[config.mk]
export PLATFORM = sky130hd
export DESIGN_NAME = simple_pattern_search
export DESIGN_NICKNAME = d
export VERILOG_FILES = /design/src/rtl/sps_pkg.sv /design/src/rtl/sps_front.sv /design/src/rtl/sps_queue.sv /design/src/rtl/sps_back.sv /design/src/rtl/simple_pattern_search.sv
export SDC_FILE = /design/constraint.sdc
export NUM_CORES = 1
export LEC_CHECK = 0
export BUFFER_PORTS_ARGS = -buffer_cell sky130_fd_sc_hd__buf_2
export CORE_UTILIZATION = 45
export DETAILED_ROUTE_END_ITERATION = 8
export GPL_ROUTABILITY_DRIVEN = 1
export HOLD_SLACK_MARGIN = 0.1
export PLACE_DENSITY = 0.57
export REMOVE_ABC_BUFFERS = 1
export SYNTH_ARGS = -nofsm -noshare
export SYNTH_HDL_FRONTEND = slang
export SYNTH_HIERARCHICAL = 1
export SYNTH_SLANG_ARGS = --single-unit
[constraint.sdc]
create_clock -name clk -period 6.35 [get_ports clk]
set_clock_uncertainty 0.15 [all_clocks]
set_input_delay 0 -clock clk [delete_from_list [all_inputs] [get_ports clk]]
set_output_delay 0 -clock clk [all_outputs]
set_load 0.01 [all_outputs]
[src/rtl/sps_pkg.sv]
// Shared constants, types and character helpers for the pattern search block.
`timescale 1ns / 1ps
`default_nettype none
package sps_pkg;
  localparam int PATTERN_MAX = 32;   // power of two: window index is a mask
  localparam int SOURCE_MAX  = 128;
  localparam int PIDX_W = $clog2(PATTERN_MAX);
  localparam int PLEN_W = $clog2(PATTERN_MAX + 1);
  localparam int SCNT_W = $clog2(SOURCE_MAX + 1);
  localparam int POS_W  = 7;

  localparam logic [1:0] KIND_PATTERN = 2'd0;
  localparam logic [1:0] KIND_SOURCE  = 2'd1;
  localparam logic [1:0] KIND_END     = 2'd2;

  localparam logic [7:0] CH_DOT    = 8'h2E;
  localparam logic [7:0] CH_BSLASH = 8'h5C;
  localparam logic [7:0] CH_LBRACK = 8'h5B;
  localparam logic [7:0] CH_CARET  = 8'h5E;
  localparam logic [7:0] CH_RBRACK = 8'h5D;
  localparam logic [7:0] CH_LA     = 8'h61;
  localparam logic [7:0] CH_UA     = 8'h41;

  typedef enum logic [1:0] {OP_PAT, OP_SRC, OP_END, OP_NONE} op_t;

  typedef struct packed {
    op_t        op;
    logic [7:0] data;
  } entry_t;

  function automatic logic is_lower(input logic [7:0] c);
    return (c >= 8'h61) && (c <= 8'h7A);
  endfunction

  function automatic logic is_upper(input logic [7:0] c);
    return (c >= 8'h41) && (c <= 8'h5A);
  endfunction

  function automatic logic is_alnum(input logic [7:0] c);
    return is_lower(c) || is_upper(c) || ((c >= 8'h30) && (c <= 8'h39));
  endfunction
endpackage
`default_nettype wire

[src/rtl/sps_front.sv]
// Front stage: registers incoming items and classifies them into operations.
`timescale 1ns / 1ps
`default_nettype none
module sps_front import sps_pkg::*; (
  input  wire logic       clk,
  input  wire logic       rst,
  input  wire logic       in_valid,
  output logic            in_stall,
  input  wire logic [1:0] kind,
  input  wire logic [7:0] byte_value,
  output logic            push,
  output entry_t          push_entry,
  input  wire logic       q_full
);
  logic   hold_valid;
  entry_t hold;

  assign push       = hold_valid && !q_full;
  assign push_entry = hold;
  assign in_stall   = hold_valid && q_full;

  always_ff @(posedge clk) begin
    if (rst) begin
      hold_valid <= 1'b0;
    end else if (!in_stall) begin
      // drop items of an unknown kind here
      hold_valid <= in_valid && ((kind == KIND_PATTERN) || (kind == KIND_SOURCE)
                                 || (kind == KIND_END));
    end
  end

  always_ff @(posedge clk) begin
    if (!in_stall) begin
      hold.data <= byte_value;
      case (kind)
        KIND_PATTERN: hold.op <= OP_PAT;
        KIND_SOURCE:  hold.op <= OP_SRC;
        KIND_END:     hold.op <= OP_END;
        default:      hold.op <= OP_NONE;
      endcase
    end
  end
endmodule
`default_nettype wire

[src/rtl/sps_queue.sv]
// Two-entry queue between front and back stages.
`timescale 1ns / 1ps
`default_nettype none
module sps_queue import sps_pkg::*; (
  input  wire logic   clk,
  input  wire logic   rst,
  input  wire logic   push,
  input  wire entry_t push_entry,
  output logic        full,
  input  wire logic   pop,
  output logic        q_valid,
  output entry_t      head
);
  entry_t     slots [2];
  logic       rd_ptr;
  logic       wr_ptr;
  logic [1:0] count;

  assign full    = (count == 2'd2);
  assign q_valid = (count != 2'd0);
  assign head    = slots[rd_ptr];

  always_ff @(posedge clk) begin
    if (rst) begin
      rd_ptr <= 1'b0;
      wr_ptr <= 1'b0;
      count  <= 2'd0;
    end else begin
      if (push) wr_ptr <= !wr_ptr;
      if (pop) rd_ptr <= !rd_ptr;
      count <= count + {1'b0, push} - {1'b0, pop};
    end
  end

  always_ff @(posedge clk) begin
    if (push) slots[wr_ptr] <= push_entry;
  end
endmodule
`default_nettype wire

[src/rtl/sps_back.sv]
// Back stage: pattern load, source window and the element-by-element match walk.
`timescale 1ns / 1ps
`default_nettype none
module sps_back import sps_pkg::*; (
  input  wire logic        clk,
  input  wire logic        rst,
  input  wire logic        q_valid,
  input  wire entry_t      head,
  output logic             pop,
  output logic             out_valid,
  input  wire logic        out_stall,
  output logic             found,
  output logic [POS_W-1:0] start_position
);
  typedef enum logic [2:0] {S_IDLE, S_ELEM, S_ESC, S_CLS_FIRST, S_CLS} state_t;
  typedef enum logic [1:0] {PH_NORMAL, PH_ESC, PH_CLASS} phase_t;

  logic [7:0] pattern_store [PATTERN_MAX];
  logic [7:0] source_window [PATTERN_MAX];

  state_t            state;
  phase_t            phase;
  logic [PLEN_W-1:0] plen;
  logic [PLEN_W-1:0] ecount;
  logic [SCNT_W-1:0] scount;
  logic              match_done;
  logic              loading;
  logic [PLEN_W-1:0] j;
  logic [PLEN_W-1:0] k;
  logic [SCNT_W-1:0] start;
  logic              neg;
  logic              member;

  logic              out_free;
  logic [7:0]        pat_byte;
  logic [7:0]        wchar;
  logic [SCNT_W-1:0] wsum;
  logic [SCNT_W-1:0] scount_inc;
  logic [SCNT_W-1:0] ecount_ext;
  logic              j_in;
  logic              pat_we;
  logic              src_we;

  assign out_free   = !out_valid || !out_stall;
  assign pop        = (state == S_IDLE) && q_valid && out_free;
  assign pat_byte   = pattern_store[j[PIDX_W-1:0]];
  assign wsum       = start + SCNT_W'(k);
  assign wchar      = source_window[wsum[PIDX_W-1:0]];
  assign scount_inc = scount + 1'b1;
  assign ecount_ext = SCNT_W'(ecount);
  assign j_in       = (j < plen);
  assign pat_we     = pop && (head.op == OP_PAT) && loading && (plen < PLEN_W'(PATTERN_MAX));
  assign src_we     = pop && (head.op == OP_SRC) && !match_done
                      && (scount < SCNT_W'(SOURCE_MAX));

  always_ff @(posedge clk) begin
    if (pat_we) pattern_store[plen[PIDX_W-1:0]] <= head.data;
    if (src_we) source_window[scount[PIDX_W-1:0]] <= head.data;
  end

  always_ff @(posedge clk) begin
    if (rst) begin
      state      <= S_IDLE;
      phase      <= PH_NORMAL;
      plen       <= '0;
      ecount     <= '0;
      scount     <= '0;
      match_done <= 1'b0;
      loading    <= 1'b1;
      out_valid  <= 1'b0;
    end else begin
      if (out_valid && !out_stall) out_valid <= 1'b0;
      case (state)
        S_IDLE: begin
          if (pop) begin
            case (head.op)
              OP_PAT: begin
                if (pat_we) begin
                  plen <= plen + 1'b1;
                  case (phase)
                    PH_ESC:   phase <= PH_NORMAL;
                    PH_CLASS: if (head.data == CH_RBRACK) phase <= PH_NORMAL;
                    default: begin
                      ecount <= ecount + 1'b1;
                      if (head.data == CH_BSLASH) phase <= PH_ESC;
                      else if (head.data == CH_LBRACK) phase <= PH_CLASS;
                    end
                  endcase
                end
              end
              OP_SRC: begin
                loading <= 1'b0;
                if (src_we) begin
                  scount <= scount_inc;
                  if (ecount == '0) begin
                    match_done     <= 1'b1;
                    out_valid      <= 1'b1;
                    found          <= 1'b1;
                    start_position <= '0;
                  end else if (scount_inc >= ecount_ext) begin
                    start <= scount_inc - ecount_ext;
                    j     <= '0;
                    k     <= '0;
                    state <= S_ELEM;
                  end
                end
              end
              OP_END: begin
                phase      <= PH_NORMAL;
                plen       <= '0;
                ecount     <= '0;
                scount     <= '0;
                match_done <= 1'b0;
                loading    <= 1'b1;
                if (!match_done) begin
                  out_valid      <= 1'b1;
                  found          <= 1'b0;
                  start_position <= '0;
                end
              end
              default: ;
            endcase
          end
        end
        S_ELEM: begin
          if (k >= ecount) begin
            // whole window matched; wait for the output register
            if (out_free) begin
              match_done     <= 1'b1;
              out_valid      <= 1'b1;
              found          <= 1'b1;
              start_position <= start[POS_W-1:0];
              state          <= S_IDLE;
            end
          end else if (!j_in) begin
            state <= S_IDLE;
          end else begin
            j <= j + 1'b1;
            if (pat_byte == CH_DOT) begin
              k <= k + 1'b1;
            end else if (pat_byte == CH_BSLASH) begin
              state <= S_ESC;
            end else if (pat_byte == CH_LBRACK) begin
              state <= S_CLS_FIRST;
            end else if (is_alnum(pat_byte) && (pat_byte == wchar)) begin
              k <= k + 1'b1;
            end else begin
              state <= S_IDLE;
            end
          end
        end
        S_ESC: begin
          if (j_in && (((pat_byte == CH_LA) && is_lower(wchar))
                       || ((pat_byte == CH_UA) && is_upper(wchar)))) begin
            j     <= j + 1'b1;
            k     <= k + 1'b1;
            state <= S_ELEM;
          end else begin
            state <= S_IDLE;
          end
        end
        S_CLS_FIRST: begin
          member <= 1'b0;
          neg    <= j_in && (pat_byte == CH_CARET);
          if (j_in && (pat_byte == CH_CARET)) j <= j + 1'b1;
          state  <= S_CLS;
        end
        S_CLS: begin
          if (j_in && (pat_byte != CH_RBRACK)) begin
            if (pat_byte == wchar) member <= 1'b1;
            j <= j + 1'b1;
          end else begin
            if (j_in) j <= j + 1'b1;
            if (neg ^ member) begin
              k     <= k + 1'b1;
              state <= S_ELEM;
            end else begin
              state <= S_IDLE;
            end
          end
        end
        default: state <= S_IDLE;
      endcase
    end
  end
endmodule
`default_nettype wire

[src/rtl/simple_pattern_search.sv]
// Top level of the streaming pattern search block.
//
//  channel | handshake          | fields
//  input   | in_valid/in_stall  | kind[1:0], byte_value[7:0]
//  output  | out_valid/out_stall| found, start_position[6:0]
//
// A pattern byte or end of source is handled as it is taken in the idle state.
// A source byte that fills a window starts a walk over the pattern store,
// one pattern byte per cycle, with an S_CLS_FIRST state for each class
// and a last step that waits for a free output; no item is taken meanwhile.
// Synchronous reset clears the pattern and the source; the stores keep data.
// A stalled output holds the back stage only when it has a result to give.
`timescale 1ns / 1ps
`default_nettype none
module simple_pattern_search import sps_pkg::*; (
  input  wire logic             clk,
  input  wire logic             rst,
  input  wire logic             in_valid,
  output logic                  in_stall,
  input  wire logic [1:0]       kind,
  input  wire logic [7:0]       byte_value,
  output logic                  out_valid,
  input  wire logic             out_stall,
  output logic                  found,
  output logic [POS_W-1:0]      start_position
);
  logic   push;
  entry_t push_entry;
  logic   q_full;
  logic   pop;
  logic   q_valid;
  entry_t head;

  sps_front u_front (
    .clk, .rst, .in_valid, .in_stall, .kind, .byte_value,
    .push, .push_entry, .q_full
  );

  sps_queue u_queue (
    .clk, .rst, .push, .push_entry, .full(q_full), .pop, .q_valid, .head
  );

  sps_back u_back (
    .clk, .rst, .q_valid, .head, .pop, .out_valid, .out_stall, .found, .start_position
  );
endmodule
`default_nettype wire

==> results of run 1 <==
[routing by layer]
metal	GRT usage [%]	vias to the layer above	wire (µm)
met5	0	-	0
met4	5.83	0	1500
met3	2.84	97	2830
met2	34.2	386	29300
met1	27.8	7602	26000
li1	-	6673	-
[stage by stage]
step,TNS (ns),std cells
after floorplan,-33.24,1613
after global placement,0,2423
after detailed placement,0,2423
after CTS,0,2560
after global routing,0,2560
final,0,2560
[registers in the layout, indices dropped and copies added (netlist names), 6 cells and up, named ones only]
register	count
u_back/j	6
u_back/start_position	7
u_back/ecount	6
u_back/start	7
u_back/k	6
u_back/scount	8
u_back/pattern_store	256
u_queue/slots	20
u_back/plen	6
u_front/push_entry	10
u_back/source_window	256
[where the power goes]
| group | switching (mW) | internal, mW | total (mW) | leakage (nW) |
|---|---|---|---|---|
| logic | 0.822 | 0.368 | 1.19 | 3.54 |
| clock network | 1.50 | 1.92 | 3.42 | 0.908 |
| registers | 0.0704 | 4.76 | 4.83 | 5.48 |
[synth_stat cells, types with 4 or more instances]
| cell | n |
|---|---|
| a211oi_1 | 6 |
| a21o_1 | 8 |
| a21oi_1 | 29 |
| a22oi_1 | 5 |
| a31oi_1 | 8 |
| and2_1 | 5 |
| and3_1 | 9 |
| buf_1 | 7 |
| buf_2 | 22 |
| buf_4 | 10 |
| clkbuf_1 | 34 |
| dfxtp_1 | 39 |
| edfxtp_1 | 571 |
| ha_1 | 40 |
| inv_1 | 35 |
| mux2_1 | 14 |
| mux2_2 | 9 |
| mux2_4 | 5 |
| mux2i_1 | 191 |
| mux4_2 | 53 |
| nand2_1 | 45 |
| nand2b_1 | 15 |
| nand3_1 | 155 |
| nand3b_1 | 9 |
| nand4_1 | 41 |
| nor2_1 | 159 |
| nor2b_1 | 17 |
| nor3_1 | 8 |
| nor3b_1 | 5 |
| nor4_1 | 4 |
| o21ai_0 | 10 |
| o221ai_1 | 5 |
| o22ai_1 | 5 |
| or3_1 | 5 |
| or4_1 | 4 |
| xnor2_1 | 31 |
| xor2_1 | 7 |
[area by class of cell]
class | count | area share, %
Clock buffer | 71 | 5.49
Tap cell | 756 | 3.24
Clock inverter | 40 | 0.967
Timing Repair Buffer | 80 | 2.29
Multi-Input combinational cell | 965 | 26.2
Inverter | 38 | 0.488
Sequential cell | 610 | 61.3
[critical path, stage by stage (launching register included)]
cell      delay [ns]
edfxtp_1        0.43
ha_2            0.21
inv_1           0.05
fa_4            1.09
buf_12          0.36
mux2i_1         0.13
nand3_1         0.09
nand4_1         0.18
mux2i_1         0.34
mux2i_1         0.18
nand3b_1        0.23
nor4b_2         0.23
a21oi_1         0.12
or4_1           0.71
inv_1           0.27
[logic make-up (layout without fill, tap and decap cells)]
group	count (synthesis)	count (layout)	share of synthesized area [%]
flops	610	610	68.7
compound gates	113	113	3.02
mux	273	273	13.3
simple gates	497	497	9.41
buf+inv	116	229	2.11
xor+xnor	40	40	1.42
fa+ha+maj	42	42	2.07
[timing repair]
action / CTS / global route
hold endpoints to repair: 54 / 0
hold buffers: 26 / 0
setup buffers: 0 / 0
[cells in the final DEF (no fill, tap or decap), types with 26 or more instances in the layout]
| cell type | synthesis | layout |
|---|---|---|
| dlygate4sd3_1 | 0 | 26 |
| inv_1 | 35 | 35 |
| dfxtp_1 | 39 | 36 |
| xnor2_1 | 31 | 30 |
| nand4_1 | 41 | 41 |
| mux2i_1 | 191 | 191 |
| nor2_1 | 159 | 159 |
| buf_4 | 10 | 26 |
| edfxtp_1 | 571 | 571 |
| clkbuf_16 | 0 | 63 |
| nand3_1 | 155 | 155 |
| mux4_2 | 53 | 53 |
| ha_1 | 40 | 39 |
| a21oi_1 | 29 | 29 |
| nand2_1 | 45 | 45 |
[worst paths after layout]
path                                   start                        endpoint  slack (ns)  cells past startpoint
min                                      rst  u_back/match_done$_SDFFE_PP0P_        0.26                      3
max                u_back/k[0]$_SDFFCE_PN0P_           u_back/j[4]$_DFFE_PP_        1.21                     14
min reg2reg  u_front/push_entry[4]$_DFFE_PN_   u_queue/slots[0][4]$_DFFE_PP_        0.30                      0
max reg2reg        u_back/k[0]$_SDFFCE_PN0P_           u_back/j[4]$_DFFE_PP_        1.21                     14
==> results.sh, run 1 <==
export IMPL_worst_pin_slew_ns=1.14
export IMPL_crit_fanout=44
export IMPL_grt_pass1_vias=14800
export IMPL_synth_enable_flop_cells=571
export IMPL_num_antenna_cells=0
export IMPL_grt_pass1_wl_um=91200
export IMPL_period_needed_ns=5.14
export IMPL_dpl_hpwl_um=36400
export IMPL_grt_max_degree=68
export IMPL_vdd_drop_max_uv=261
export IMPL_startpoint_type="register"
export IMPL_synth_cell_type_count=80
export IMPL_ant_nets=0
export IMPL_drt_initial_drc_count=1249
export IMPL_p_leak_nw=9.92
export IMPL_cts_root_buf="clkbuf_16"
export IMPL_slew_violations=0
export IMPL_drc_errors=0
export IMPL_die_height_um=243
export IMPL_critPathRequiredTime_ns=6.51
export IMPL_numCtsBuffers=61
export IMPL_finalPower_mw=9.44
export IMPL_async_reset_ff_share_pct=0
export IMPL_synth_area_um2=26100
export IMPL_coreArea_um2=56800
export IMPL_io_buffer_count=23
export IMPL_avgRoutedWirePerCell_um=23.3
export IMPL_crit_type="register to register"
export IMPL_fmax_ghz=0.194
export IMPL_rows=87
export IMPL_power_density_nw_per_um2=323
export IMPL_critPathArrivalTime_ns=5.31
export IMPL_cts_tree="yes"
export IMPL_pin_count=24
export IMPL_finalHoldViolations=0
export IMPL_die_area_um2=59000
export IMPL_via_per_inst=5.76
export IMPL_fin_util_pct=51.5
export IMPL_rsz0062_at_grt="false"
export IMPL_cts_sinks=610
export IMPL_yosys_warnings=6
export IMPL_multiInputGateArea_um2=7650
export IMPL_synth_main_ff_cell="edfxtp_1"
export IMPL_synth_seq_cells=610
export IMPL_stdcell_area_um2=29200
export IMPL_clockBufferDepth=3
export IMPL_syn_avg_cell_area_um2=15.4
export IMPL_vias=14800
export IMPL_dpl_worst_slack_ns=1.21
export IMPL_layout_area_seq_um2=17900
export IMPL_clk_insertion_delay_late_ns=0.63
export IMPL_status="complete, no violations"
export IMPL_netlist_instances=1691
export IMPL_finalWirelength_um=59700
export IMPL_synth_largest_area_cell="edfxtp_1"
export IMPL_min_path_type="input port to register"
export IMPL_synth_area_leaders="edfxtp_1, mux2i_1, mux4_2"
export IMPL_antenna_found_initial=1
export IMPL_clk_pin_slew_worst_paths_ns=0.06
export IMPL_drive_gt1_share_pct=13.0
export IMPL_drt_first_pass_iters=5
export IMPL_end_kind="register"
export IMPL_htreeDepth=2
export IMPL_gp_congestion=0.912
export IMPL_hold_slack_ns=0.264
export IMPL_syn2layout_area_growth_pct=12.0
export IMPL_cap_violations=0
export IMPL_synth_seq_area_share_pct=68.7
export IMPL_grt_overflow_total=0
export IMPL_synthDominantCellAreaShare_pct=65.7
export IMPL_place_area_um2=27100
export IMPL_start_util_pct=45.9
export IMPL_period_share_pct=81.0
export IMPL_slew_headroom_pct=24.0
export IMPL_ctsResizeCount=0
export IMPL_grt_use_total_pct=20.4
export IMPL_die_x_um=243
export IMPL_final_net_count=1812
export IMPL_setup_viol=0
export IMPL_fill_cells=4794
export IMPL_worst_slack_ns=1.21
(Power assumes the default switching activity.)
==> run 2: changes to the inputs <==
--- a/config.mk
+++ b/config.mk
@@ -10,7 +10,7 @@
 export DETAILED_ROUTE_END_ITERATION = 8
 export GPL_ROUTABILITY_DRIVEN = 1
 export HOLD_SLACK_MARGIN = 0.1
-export PLACE_DENSITY = 0.57
+export PLACE_DENSITY = 0.59
 export REMOVE_ABC_BUFFERS = 1
 export SYNTH_ARGS = -nofsm -noshare
 export SYNTH_HDL_FRONTEND = slang
==> constraint.sdc (replaced) <==
create_clock -name clk -period 4.2 [get_ports clk]
set_clock_uncertainty 0.15 [all_clocks]
set_input_delay 0 -clock clk [delete_from_list [all_inputs] [get_ports clk]]
set_output_delay 0 -clock clk [all_outputs]
set_load 0.01 [all_outputs]
==> results.sh, run 2 (same netlist as run 1, synthesis figures left out) <==
export IMPL_status="complete, but fails checks"
export IMPL_violations="setup timing"
export IMPL_reg2reg_depth=17
export IMPL_period_needed_ns=4.50
export IMPL_coreArea_um2=56800
export IMPL_wl_met2_um=29500
export IMPL_clockBufferDepth=3
export IMPL_layout_area_seq_um2=17900
export IMPL_finalHoldViolations=0
export IMPL_power_density_nw_per_um2=469
export IMPL_startpoint_type="register"
export IMPL_clk_insertion_delay_late_ns=0.62
export IMPL_io_buffer_count=23
export IMPL_crit_fanout=9
export IMPL_slew_headroom_pct=25.8
export IMPL_multiInputGateArea_um2=7750
export IMPL_fmax_ghz=0.222
export IMPL_start_util_pct=45.9
export IMPL_path_cells="ha_2, inv_2, fa_4, buf_12, buf_12, mux2i_1, nand3_1, nand4_1, mux2i_1, mux2i_1, buf_4, and4_1, nor4b_2, a21oi_1, or4_1, buf_6, clkinvlp_4"
export IMPL_die_area_um2=59000
export IMPL_pin_count=24
export IMPL_worst_slack_ns=-0.297
export IMPL_setup_viol=18
export IMPL_drt_initial_drc_count=1266
export IMPL_gp_congestion=0.900
export IMPL_layout_common_cells="edfxtp_1, mux2i_1, nor2_1"
export IMPL_rsz0062_at_grt="true"
export IMPL_critPathBufInv=6
export IMPL_numCtsBuffers=60
export IMPL_grt_pass1_vias=15100
export IMPL_finalWirelength_um=60500
export IMPL_slowest_stage="fa_4"
export IMPL_cts_tree="yes"
export IMPL_die_x_um=243
export IMPL_grt_overflow_total=0
export IMPL_cp_startpoint="u_back/k[0]$_SDFFCE_PN0P_"
export IMPL_drive_gt1_share_pct=20.4
export IMPL_critPathRequiredTime_ns=4.39
export IMPL_grt_max_degree=66
export IMPL_wl_met1_um=26400
export IMPL_cts_root_buf="clkbuf_16"
export IMPL_grt_pass1_wl_um=92200
export IMPL_crit_type="register to register"
export IMPL_r2r_end="u_back/j[1]$_DFFE_PP_"
export IMPL_endpoint="u_back/j[1]$_DFFE_PP_"
export IMPL_antenna_found_initial=0
export IMPL_cts_sinks=610
export IMPL_clk_pin_slew_worst_paths_ns=0.07
export IMPL_ant_nets=0
export IMPL_dpl_hpwl_um=38300
export IMPL_top_layer_used="met4"
export IMPL_period_share_pct=107
export IMPL_p_leak_nw=10.7
export IMPL_dr_wl_met3_um=3170
export IMPL_htreeDepth=2
export IMPL_min_path_type="input port to register"
export IMPL_syn2layout_area_growth_pct=17.2
export IMPL_vias=15000
export IMPL_fill_cells=4569
export IMPL_end_kind="register"
export IMPL_finalPower_mw=14.3
export IMPL_cpMostUsedCell="mux2i_1"
export IMPL_dpl_worst_slack_ns=-0.482
export IMPL_via_per_inst=5.54
export IMPL_drc_errors=0
export IMPL_critPathArrivalTime_ns=4.68
export IMPL_die_height_um=243
export IMPL_slew_violations=0
export IMPL_drt_first_pass_iters=5
export IMPL_final_common_cell="edfxtp_1"
export IMPL_cap_violations=0
export IMPL_ff2ff_setup_slack_ns=-0.30
export IMPL_worst_path_largest_cell_delay_ns=0.83
export IMPL_grt_use_total_pct=20.7
export IMPL_avgRoutedWirePerCell_um=22.4
export IMPL_vdd_drop_max_uv=384
export IMPL_final_net_count=1954
export IMPL_rows=87
export IMPL_crit_family="simple AND/OR/NAND/NOR gates"
export IMPL_r2r_start="u_back/k[0]$_SDFFCE_PN0P_"
export IMPL_crit_cells=17
export IMPL_worst_pin_slew_ns=1.08
==> run 2: cell count changes in the layout (fill, tap and decap cells not counted), sizes merged <==
cell,before,now
buf,54,197
clkbuf,71,68
clkinv,30,34
diode,0,1
dlygate4sd3,26,25
==> run 2: per-layer routing <==
layer	GRT usage, %	vias to the layer above
li1	-	6964
met1	28.1	7541
met2	34.4	385
met3	3.12	82
met4	5.99	0
met5	0	-
==> run 2: cell type report <==
| cell class | instances | share of cell area [%] |
|---|---|---|
| clock buffer | 67 | 5.07 |
| clock inverter | 44 | 0.974 |
| sequential | 610 | 58.7 |
| multi-input combinational | 965 | 25.3 |
| tap | 756 | 3.09 |
| timing repair buffer | 223 | 6.38 |
| antenna | 1 | 0.00818 |
| inverter | 38 | 0.479 |
==> run 2: worst min path at each step <==
stage                       start                         endpoint  slack (ns)  cells past startpoint
finish                        rst    u_back/scount[1]$_SDFFE_PP0P_        0.28                      3
detailed placement  byte_value[4]  u_front/push_entry[4]$_DFFE_PN_        0.03                      1
global route            out_stall     u_back/state[0]$_SDFFE_PP0P_        0.27                      5
floorplan                     rst  u_front/hold_valid$_SDFFE_PP0N_       -0.09                      1
global placement    byte_value[5]  u_front/push_entry[5]$_DFFE_PN_        0.03                      1
CTS                     out_stall     u_back/state[0]$_SDFFE_PP0P_        0.25                      5
==> run 2: worst min-delay path, stage by stage <==
cell and delay, ns:
dlygate4sd3_1 0.53, buf_2 0.31, nor2_1 0.16
==> run 2: report_power, final <==
part           switching [mW]  internal [mW]  total [mW]
combinational            1.32          0.681        2.00
sequential             0.0696           7.20        7.27
clock                    2.24           2.82        5.06
total                    3.63           10.7        14.3
==> run 2: per-stage QoR <==
stage	instance area [µm²]	instances	TNS, ns	hold WS, ns	util, %
2_1_floorplan	25700	1613	-75.78	-0.0876	-
3_3_place_gp	28200	2554	-6.43	0.0276	49.6
3_5_place_dp	28200	2554	-7.30	0.0284	49.6
4_1_cts	30500	2701	-4.17	0.245	53.7
5_1_grt	30600	2703	-7.61	0.268	53.8
6_report	30600	2704	-4.93	0.282	53.8
==> run 2: repair_timing <==
| action | 4_1_cts | 5_1_grt |
|---|---|---|
| cloned | 2 | 1 |
| endpoints found under the hold margin | 54 | 0 |
| gates resized for setup | 20 | 13 |
| hold buffers | 25 | 0 |
| setup endpoints to repair | 19 | 19 |
| pin swaps | 5 | 5 |
| setup buffers | 9 | 2 |
